File: src/rtl/chte_modulo.sv
// iterative remainder of a 64-bit hash by the bucket count, one bit per cycle
module chte_modulo #(
  parameter int unsigned DivW = 9
) (
  input  logic            clk_i,
  input  logic            rst_ni,
  input  logic            start_i,
  input  logic [63:0]     dividend_i,
  input  logic [DivW-1:0] divisor_i,
  output logic            done_o,
  output logic [DivW-1:0] rem_o
);

  logic [63:0]   quot_q, quot_d;
  logic [DivW:0] rem_q, rem_d;
  logic [6:0]    cnt_q, cnt_d;
  logic          busy_q, busy_d;
  logic [DivW:0] shifted;

  // shift in one dividend bit and subtract when possible
  always_comb begin
    quot_d  = quot_q;
    rem_d   = rem_q;
    cnt_d   = cnt_q;
    busy_d  = busy_q;
    shifted = {rem_q[DivW-1:0], quot_q[63]};
    if (start_i) begin
      quot_d = dividend_i;
      rem_d  = '0;
      cnt_d  = 7'd64;
      busy_d = 1'b1;
    end else if (busy_q) begin
      quot_d = {quot_q[62:0], 1'b0};
      if (shifted >= {1'b0, divisor_i}) begin
        rem_d = shifted - {1'b0, divisor_i};
      end else begin
        rem_d = shifted;
      end
      cnt_d = cnt_q - 7'd1;
      if (cnt_q == 7'd1) begin
        busy_d = 1'b0;
      end
    end
  end

  always_ff @(posedge clk_i or negedge rst_ni) begin
    if (!rst_ni) begin
      busy_q <= 1'b0;
      cnt_q  <= '0;
    end else begin
      busy_q <= busy_d;
      cnt_q  <= cnt_d;
    end
  end

  always_ff @(posedge clk_i) begin
    quot_q <= quot_d;
    rem_q  <= rem_d;
  end

  assign done_o = !busy_q && !start_i;
  assign rem_o  = rem_q[DivW-1:0];

endmodule

File: config.mk
export PLATFORM = sky130hd
export DESIGN_NAME = chte_modulo
export DESIGN_NICKNAME = d
export VERILOG_FILES = /design/src/rtl/chte_modulo.sv
export SDC_FILE = /design/constraint.sdc
export NUM_CORES = 1
export LEC_CHECK = 0
export BUFFER_PORTS_ARGS = -buffer_cell sky130_fd_sc_hd__buf_4
export CAP_MARGIN = 20
export CORE_MARGIN = 5
export CORE_UTILIZATION = 54
export DETAILED_ROUTE_END_ITERATION = 6
export GPL_TIMING_DRIVEN = 1
export HOLD_SLACK_MARGIN = 0.05
export PLACE_DENSITY = 0.79
export SYNTH_ARGS = -nofsm -noshare
export SYNTH_HDL_FRONTEND = slang
export SYNTH_SLANG_ARGS = --single-unit
File: constraint.sdc
create_clock -name clk_i -period 3.1 [get_ports clk_i]
set_input_delay 0.31 -clock clk_i [delete_from_list [all_inputs] [get_ports clk_i]]
set_output_delay 0.31 -clock clk_i [all_outputs]
set_load 0.01 [all_outputs]
### Word level (Yosys, flattened, before mapping)

Index checks and enable logic that the tools add are counted.
W data, S select, Z words.

| word-level totals | value |
|---|---|
| input port bits | 76 |
| register bits | 81 |
| output and inout port bits | 10 |
| memory bits (writable) | 0 |
| bits in latches | 0 |
| bits in read-only memories | 0 |
| memories | 0 |

| operators by class | value |
|---|---|
| add/sub/neg operators | 2 |
| equality and inequality tests | 1 |
| reductions and logical operators | 4 |
| multiply operators | 0 |
| bitwise logic cells | 0 |
| div/mod/pow operators | 0 |
| multiplexer cells | 8 |
| $lt $le $gt $ge | 1 |
| shifts and indexed selects | 0 |

Operators with widths:

| cell | number |
|---|---|
| $mux W64 | 2 |
| $mux W7 | 2 |
| $ge A10 B9 Y1 | 1 |
| $mux W9 | 1 |
| $sub A9 B9 Y9 | 1 |
| $eq A7 B1 Y1 const B | 1 |
| $sub A7 B1 Y7 const B | 1 |
| $mux W1 | 3 |
| $logic_not A1 Y1 | 2 |
| $reduce_bool A2 Y1 | 1 |
| $logic_and A1 B1 Y1 | 1 |

### Logic depth before layout (Yosys ltp)

Gate-level depths: netlist of the first run.

| depth | value |
|---|---|
| depth after elaboration | 4 |
| gate-level depth with buffers | 9 |
| mapped depth without buffers | 9 |

### Worst setup path after synthesis of the first run

OpenSTA, ideal clock, no wires.

| path | value |
|---|---|
| path type | input -> output |
| start point | in start_i |
| end point | out done_o |
| stages | 4 |
| arrival time | 1,982 ps |
| setup slack | 808 ps |
| path through | clkbuf_1 > clkbuf_1 > or2_2 > inv_1 |

| on the way | value |
|---|---|
| cells in the longest elaborated chain, start to end | 2 |

Ends and longest elaborated chain:

| item | RTL line | text |
|---|---|---|
| start, declared | 7 | `input logic start_i,` |
| $logic_not A1 Y1 | 61 | `assign done_o = !busy_q && !start_i;` |
| $logic_and A1 B1 Y1 | 61 |  |
| end, declared | 10 | `output logic done_o,` |

No other way between the ends.

### Final worst setup path of the first run

| path | value |
|---|---|
| start point | reg quot_q[63] |
| end point | reg rem_q[3] |

| on the way | value |
|---|---|
| cells in the longest elaborated chain, start to end | 2 |

Ends and longest elaborated chain:

| item | RTL line | text |
|---|---|---|
| start, declared | 14 | `logic [63:0] quot_q, quot_d;` |
| start signal, assigned | 57 | `quot_q <= quot_d;` |
| $sub A9 B9 Y9 or $ge A10 B9 Y1 (tied branches) | 35, 34 |  |
| $mux W9 (*) | 34 | `if (shifted >= {1'b0, divisor_i}) begin` |
| end signal, assigned | 58 | `rem_q <= rem_d;` |
| end, declared | 15 | `logic [DivW:0] rem_q, rem_d;` |

Mark *: on every way between the ends. The rest lies on a longest branch, timed or not.
A chain may end at the register's enable or synchronous reset.

==> metrics, run 1 <==
Final Critical Period=between 2 and 3 ns; global-route wire length before repair=roughly 12000 um; Synth Instances=284; CTS tree=done; post-detail-place hpwl=between 5000 and 6000 um; clock tree root driver cell=clkbuf_8; Fmax=0.3956 GHz; Final Skew=0.01085 ns; Synth Cell Area=3948 um2; DP Worst Slack=0.5645 ns; number of global-route vias before repair=2473; via/cell ratio=5.268; Filler cells=approximately 530; die area=9120 um2; setup ws final=0.5724 ns; P&R area growth vs syn=24.41%; EDFF count, synth=64; syn avg cell area=13.90 um2; worst skew pair latency=0.34 ns; Crit path required time=between 3 and 4 ns; crit path DAT=2.78 ns; CTS max path bufs=2; layout cells sized above 1=45.60%; relative slew slack=a little under three fifths; worst-margin pin slew=approximately 0.64 ns; most frequent cells after synthesis=edfxtp_1 (64), mux2_2 (64), nor2_1 (21); Std-Cell Rows=31; pwr dens=around 700 nW/um2; CP Max Fanout=6; total track usage=between 15 and 20%; Yosys cell types=39; DR pass1 iterations=4; Setup Crit Path Kind=reg2reg; RSZ-0062 raised after global routing=no; Synth top area share=48.68%; Fin. Hold Viols=0; Crit. End Element=flop; Worst Hold Margin=0.2683 ns; die span in x=roughly 96 um; core region area=7176 um2; maximum VDD drop=approximately 0.00029 V; total number of vias=2497; max cap viols=0; Chip Height=95.50 um; sequential fraction of the synthesis area=58.32%; antenna-violating nets left=0; TritonCTS buffer count=9; diodes inserted=0; worst hold path type=in2reg; number of synthesis warnings=0; Seq cells post-synth=81; clk sinks=81; Layout Nets=around 460; Primary FF master, synth=edfxtp_1; Ports=86; outcome=finished clean; syn nets=between 300 and 400; largest net degree at the start of global routing=44; fin crit share=81.54%; antenna violations before repair=0; post_cts resized=0; Avg WL per Cell=15.63 um; Synth area leaders=edfxtp_1 (49%), mux2_2 (18%), dfrtp_1 (5.1%); DRC viols=0; H-Tree Level Count=3; FFs w/ async S/R, synth=around 9.9%; Congestion Overflow GR=0; Yosys top cell by area=edfxtp_1; fin. max-slew vios=0; Final Setup Violations=0; Post-CTS Setup Repair Bufs=0; final wirelength=7409 um; startpoint types=flop; 1st-iter DRT viols=75; gpl congestion=0.8546; Starting Density=55.01%; Post-CTS Hold Fix Bufs=1; CTS clk-pin slew, worst paths=0.09 ns; P_leak=2.068 nW; setup tns final=0 ns; Port Buffers=85
## sequential cells by signal (all words and copies together) (netlist names)
signal	flops
quot_q	64
cnt_q	7
rem_q	9
busy_q	1
## layout make-up
type / instances / area, um2 / area share, %
well taps: 99 / 123.9 / 2.522
multi-input cells: 176 / 1541 / 31.39
clock buffers: 10 / 127.6 / 2.599
clock inverters: 5 / 80.08 / 1.631
flip-flops and latches: 81 / 2302 / 46.88
repair buffers: 89 / 683.2 / 13.91
inverters: 14 / 52.55 / 1.070
## final timing paths
kind / end / slack [ns] / startpoint / cells past startpoint
max in group asynchronous: cnt_q[5] / 2.63 / rst_ni / 2
max: rem_q[3] / 0.57 / quot_q[63] / 9
min reg2reg: cnt_q[6] / 0.53 / cnt_q[6] / 2
min in group asynchronous: cnt_q[6] / 0.34 / rst_ni / 2
min: quot_q[44] / 0.27 / dividend_i[44] / 2
max reg2reg: rem_q[3] / 0.57 / quot_q[63] / 9
## critical path: stages (launching register included)
cell and delay [ns]:
edfxtp_1 0.39, inv_1 0.07, ha_1 0.15, inv_1 0.05, fa_1 0.40, a211oi_1 0.43
o21a_1 0.28, o211ai_2 0.21, mux2i_1 0.19, a211oi_1 0.27
## cell usage in the layout (no fill, tap or decap), types with 2 or more instances in the layout
master	n
xor2_1	6
a21oi_1	6
dfrtp_1	8
nand3b_1	2
a21o_1	2
nor4b_1	2
buf_4	87
nand3_1	3
and2_1	2
a211oi_1	8
o31ai_1	2
nand2_1	10
mux2_2	64
or3_1	2
a311oi_1	3
nand2b_1	4
dfxtp_1	9
inv_1	14
xnor2_1	4
nor2_1	21
clkbuf_8	9
ha_1	11
edfxtp_1	64
o211ai_1	4
mux2i_1	6
bufinv_16	2
## metrics by stage
stage | instance area (um2) | util (%) | total power, W | std cells
3_3_place_gp | 4693 | 65.41 | 0.002614 | 458
2_1_floorplan | 3948 | - | 0.002307 | 284
5_1_grt | 4911 | 68.44 | 0.003665 | 474
4_1_cts | 4911 | 68.44 | 0.003475 | 474
6_report | 4911 | 68.44 | 0.003444 | 474
3_5_place_dp | 4693 | 65.41 | 0.002647 | 458
## metal layers
layer / GRT usage, % / vias to the layer above / part of all wire (%)
li1: - / 1235 / -
met1: 23.47 / 1187 / 45
met2: 26.01 / 66 / 48
met3: 4.183 / 9 / 5.7
met4: 7.583 / 0 / 1.4
met5: 0 / - / 0
## where the power goes
| part | internal (W) | switching (W) | leakage [nW] |
|---|---|---|---|
| Clock | 0.000450 | 0.000374 | 0.100 |
| Combinational | 0.000555 | 0.000527 | 1.12 |
| Sequential | 0.00140 | 0.000133 | 0.849 |
| Total | 0.00241 | 0.00103 | 2.07 |
## kinds of logic after synthesis
logic type	count (synthesis)	share of synthesized area, %
mux	70	19.78
fa+ha+maj	12	3.994
xor+xnor	10	2.219
compound gates	32	6.212
buf+inv	27	2.631
simple gates	52	6.846
flops	81	58.32
No activity file was read; power rests on OpenSTA's default activity.
==> run 2: changes to the inputs <==
- CORE_UTILIZATION: 54 -> 49
- PLACE_DENSITY: 0.79 -> 0.76
- clock period: 3.1 -> 2.27 ns (I/O delays scaled with it)
==> metrics, run 2 (same netlist as run 1, synthesis figures left out) <==
outcome=finished clean; WHS Endpoint=quot_q[31]; P&R area growth vs syn=28.72%; crit path DAT=~2.5 ns; die span in x=99.76 um; pwr dens=972.4 nW/um2; max cap viols=0; Psw=0.001536 W; CP delay by family, top=compound AO/OA/AOI/OAI gates; Hold Crit Depth=2; CTS max path bufs=2; max reg flops=64; Setup Crit Path Kind=reg2reg; setup tns final=0 ns; Port Buffers=85; 1st-iter DRT viols=111; Crit path required time=2.53 ns; die area=9951 um2; DP Cell Count=478; FF-to-FF End=rem_q[8]; commonest non-fill, non-tap cell in the layout=buf_4; antenna-violating nets left=0; Non-Filler Instances=about 500; total track usage=16.95%; CTS clk-pin slew, worst paths=0.09 ns; gpl congestion=approximately 0.9; CTS tree=done; DR pass1 iterations=4; Chip Height=99.76 um; via/cell ratio=~5.3; Avg WL per Cell=16.04 um; Layout Nets=477; antenna violations before repair=0; largest net degree at the start of global routing=between 40 and 50; Congestion Overflow GR=0; most frequent CP cell=inv_1; relative slew slack=approximately 65%; Final Critical Period=2.244 ns; worst skew pair latency=about 0.35 ns; Fmax=0.4456 GHz; R2R Setup Slk=0.03 ns; Final Setup Violations=0; Starting Density=50.82%; global-route wire length before repair=13340 um; clock share of power=21.1%; DRC viols=0; startpoint types=flop; RSZ-0062 raised after global routing=yes; Largest Register=quot_q; total number of vias=approximately 2600; worst hold path type=in2reg; crit-path cells=inv_1, ha_1, inv_1, fa_2, a211oi_4, o211ai_1, o211a_1, or3_1, a311oi_2; H-Tree Level Count=3; fin. max-slew vios=0; Largest regs=quot_q: 64 flops, rem_q: 9 flops, cnt_q: 7 flops; TritonCTS buffer count=9; P_leak=between 2 and 2.5 nW; Std-Cell Rows=32; Fin. Hold Viols=0; clk sinks=81; clock tree root driver cell=clkbuf_8; core region area=7767 um2; slowest stage delay, CP=a little under 0.4 ns; worst-margin pin slew=a little over 0.5 ns; Sw Ratio=between 30 and 40%; diodes inserted=0; post-detail-place hpwl=around 5500 um; Ports=86; Seq pwr share=42.3%; layout cells sized above 1=between 40% and 50%; CP Max Fanout=4; Final Skew=0.006948 ns; Internal Power=0.003404 W; Buffers & Inverters on Critical Path=2; Comb power frac=36.5%; number of global-route vias before repair=2805; hold_sp=dividend_i[31]; fin crit share=a little over nine tenths; Crit. End Element=flop; reg2reg path depth=9; most frequent cells in the layout=buf_4 (105), mux2_2 (64), edfxtp_1 (64); final wirelength=just under 8000 um; maximum VDD drop=0.0006153 V; FF-to-FF Start=quot_q[63]; critical path's slowest cell=edfxtp_1; Filler cells=616
==> run 2: cell type report <==
| cell class | count | area, um2 | share of cell area [%] |
|---|---|---|---|
| well taps | 102 | 127.6 | 2.512 |
| repair buffers | 107 | 818.3 | 16.10 |
| multi-input cells | 176 | 1587 | 31.22 |
| clock inverters | 7 | 70.07 | 1.379 |
| flip-flops and latches | 81 | 2302 | 45.31 |
| inverters | 14 | 52.55 | 1.034 |
| clock buffers | 9 | 123.9 | 2.438 |
==> run 2: layer usage <==
metal	up-vias	GRT usage [%]	routed length, um
li1	1270	-	-
met4	0	4.307	82
met5	-	0	0
met3	6	5.330	496
met2	71	28.07	3892
met1	1260	21.62	3485
==> run 2: per-stage QoR <==
step           hold slack (ns)  setup slack (ns)  utilization [%]  total power [W]  area [um2]
4_1_cts                 0.1564           0.03415            65.34         0.004970        5075
3_3_place_gp           0.04922           0.01638            61.95         0.003717        4812
2_1_floorplan         -0.06859           0.03314                -         0.003150        3948
6_report                0.1756           0.02575            65.42         0.004941        5081
5_1_grt                 0.1500          -0.09669            65.42         0.005272        5081
3_5_place_dp           0.05366           -0.1121            61.95         0.003766        4812
==> run 2: how the worst max path moves through the flow <==
| stage | slack (ns) | start | to | cells after the start |
|---|---|---|---|---|
| after global placement | 0.02 | quot_q[63] | rem_q[1] | 10 |
| after global routing | -0.1 | quot_q[63] | rem_q[8] | 9 |
| final | 0.03 | quot_q[63] | rem_q[8] | 9 |
| after detailed placement | -0.11 | quot_q[63] | rem_q[4] | 10 |
| after floorplan | 0.03 | quot_q[63] | rem_q[8] | 9 |
| after CTS | 0.03 | quot_q[63] | rem_q[0] | 10 |
==> run 2: power by group through the flow <==
stage               registers [W]  clock network, W  logic, W
finish                    0.00209           0.00104   0.00181
CTS                       0.00209           0.00108   0.00180
global placement          0.00211                 0   0.00160
floorplan                 0.00211                 0   0.00104
global route              0.00213           0.00115   0.00199
detailed placement        0.00212                 0   0.00165
==> run 2: worst reg2reg max path, stage by stage (launching register included) <==
cell and delay, ns:
edfxtp_1 0.39, inv_1 0.07, ha_1 0.14, inv_1 0.05, fa_2 0.37, a211oi_4 0.32, o211ai_1 0.12, o211a_1 0.13
or3_1 0.32, a311oi_2 0.24
==> run 2: timing repair <==
| item | CTS | global route |
|---|---|---|
| pin swaps | 1 | 7 |
| buffers inserted | 2 | 0 |
| gates resized for setup | 7 | 1 |
| endpoints found under the hold margin | 8 | 0 |
| hold buffers | 1 | 0 |
| setup endpoints to repair | 8 | 6 |
==> run 3: changes to the inputs <==
- SETUP_SLACK_MARGIN: default -> 0.5
==> metrics, run 3 (same netlist as run 1, synthesis figures left out) <==
outcome=finished, violations left; failing checks=setup timing; worst hold path type=in2reg; Sw Ratio=roughly a third; Std-Cell Rows=32; diodes inserted=0; Largest Register=quot_q; clock tree root driver cell=clkbuf_8; Avg WL per Cell=approximately 16 um; DRC viols=0; crit path DAT=2.56 ns; P_leak=around 2.2 nW; die area=9951 um2; P&R area growth vs syn=31.47%; global-route wire length before repair=about 13000 um; crit-path cells=inv_1, ha_2, inv_2, fa_2, a211oi_4, o211ai_1, o211a_1, or3_1, a311oi_2; max reg flops=64; Fin. Hold Viols=0; Psw=between 0.0015 and 0.002 W; post-route cell area=around 5200 um2; slowest stage delay, CP=between 0.3 and 0.4 ns; maximum VDD drop=0.0004621 V; Final Skew=0.006989 ns; critical path's slowest cell=edfxtp_1; commonest non-fill, non-tap cell in the layout=buf_4; CTS max path bufs=2; gpl congestion=0.9309; H-Tree Level Count=3; antenna-violating nets left=0; total power=0.005088 W; most frequent cells in the layout=buf_4 (102), mux2_2 (64), edfxtp_1 (64); dpl cell area=4843 um2; TritonCTS buffer count=9; Final Critical Period=2.296 ns; core region area=7767 um2; clock share of power=about a fifth; Port Buffers=85; Filler cells=611; total number of vias=2597; reg2reg path depth=9; 1st-iter DRT viols=101; fin crit share=101.2%; largest net degree at the start of global routing=44; final wirelength=approximately 8100 um; Setup Crit Path Kind=reg2reg; relative slew slack=65.20%; FF-to-FF Start=quot_q[63]; RSZ-0062 raised after global routing=yes; Crit. End Element=flop; via/cell ratio=5.236; startpoint types=flop; Comb power frac=38.3%; Internal Power=0.003474 W; CP Capture Point=rem_q[8]; DR pass1 iterations=4; CP Max Fanout=4; R2R Setup Slk=-0.03 ns; antenna violations before repair=0; Ports=86; DP Worst Slack=0.04124 ns; post-detail-place hpwl=5639 um; Seq pwr share=roughly 41%; number of global-route vias before repair=2688; Crit path required time=about 2.5 ns; Congestion Overflow GR=0; FF-to-FF End=rem_q[8]; clk sinks=81; fin. max-slew vios=0; die span in x=99.76 um; Largest regs=quot_q: 64 flops, rem_q: 9 flops, cnt_q: 7 flops; worst skew pair latency=0.35 ns; worst-margin pin slew=0.5221 ns; Fmax=about 0.44 GHz; Chip Height=99.76 um; CTS tree=done; setup ws final=-0.02647 ns; CTS clk-pin slew, worst paths=0.08 ns; Worst Setup SP=quot_q[63]; Final Setup Violations=1; max cap viols=0; Worst Hold Margin=~0.15 ns; layout cells sized above 1=53.05%; Layout Nets=477; total track usage=16.64%; Starting Density=50.82%; pwr dens=980.4 nW/um2
==> run 3: power groups by stage <==
stage                     Combinational [W]  Clock, W  Sequential, W
final                               0.00195   0.00103        0.00211
after global routing                0.00213   0.00114        0.00214
after CTS                           0.00176   0.00108        0.00211
after detailed placement            0.00170         0        0.00213
after global placement              0.00165         0        0.00213
after floorplan                     0.00118         0        0.00213
==> run 3: repair_timing <==
| item | 4_1_cts | 5_1_grt |
|---|---|---|
| setup buffers | 3 | 7 |
| cloned | 1 | 0 |
| hold buffers | 1 | 0 |
| hold endpoints to repair | 8 | 0 |
| gates resized for setup | 1 | 13 |
| setup endpoints to repair | 10 | 10 |
| pin swaps | 8 | 12 |
==> run 3: worst min path at each step <==
| stage | from | to | slack [ns] | depth (start not counted) |
|---|---|---|---|---|
| floorplan | rst_ni | busy_q | -0.07 | 0 |
| global placement | rst_ni | cnt_q[5] | 0.05 | 1 |
| detailed placement | rst_ni | cnt_q[6] | 0.05 | 1 |
| CTS | start_i | rem_q[8] | 0.12 | 2 |
| global route | start_i | rem_q[8] | 0.14 | 2 |
| finish | start_i | rem_q[8] | 0.15 | 2 |
==> run 3: metrics by stage <==
step / std cells / TNS, ns / util, %
6_report: 496 / -0.02647 / 66.82
5_1_grt: 496 / -0.2344 / 66.82
4_1_cts: 489 / 0 / 65.43
3_5_place_dp: 468 / 0 / 62.36
3_3_place_gp: 468 / 0 / 62.36
2_1_floorplan: 284 / 0 / -
==> run 3: critical path: cells and delay by family (launching register included) <==
kind / cells / cell delay [ns]
AO/OA/AOI/OAI: 4 / 0.87
AND/OR/NAND/NOR: 1 / 0.31
buffers and inverters: 2 / 0.11
adder cells (fa/ha/maj): 2 / 0.54
flip-flops: 1 / 0.38
==> run 3: area by class of cell <==
class | count | area, um2 | share of cell area [%]
flip-flops and latches | 81 | 2305 | 44.41
inverters | 14 | 52.55 | 1.013
clock inverters | 7 | 68.82 | 1.326
repair buffers | 106 | 818.3 | 15.77
clock buffers | 9 | 123.9 | 2.387
multi-input cells | 177 | 1694 | 32.64
well taps | 102 | 127.6 | 2.459
==> run 3: metal layers <==
metal	wire length, um	vias up	GRT usage [%]	part of all wire [%]
met5	0	-	0	0
met3	722	7	6.942	8.9
met4	87	0	5.672	1.1
met1	3350	1246	20.49	42
li1	-	1269	-	-
met2	3908	75	26.42	48
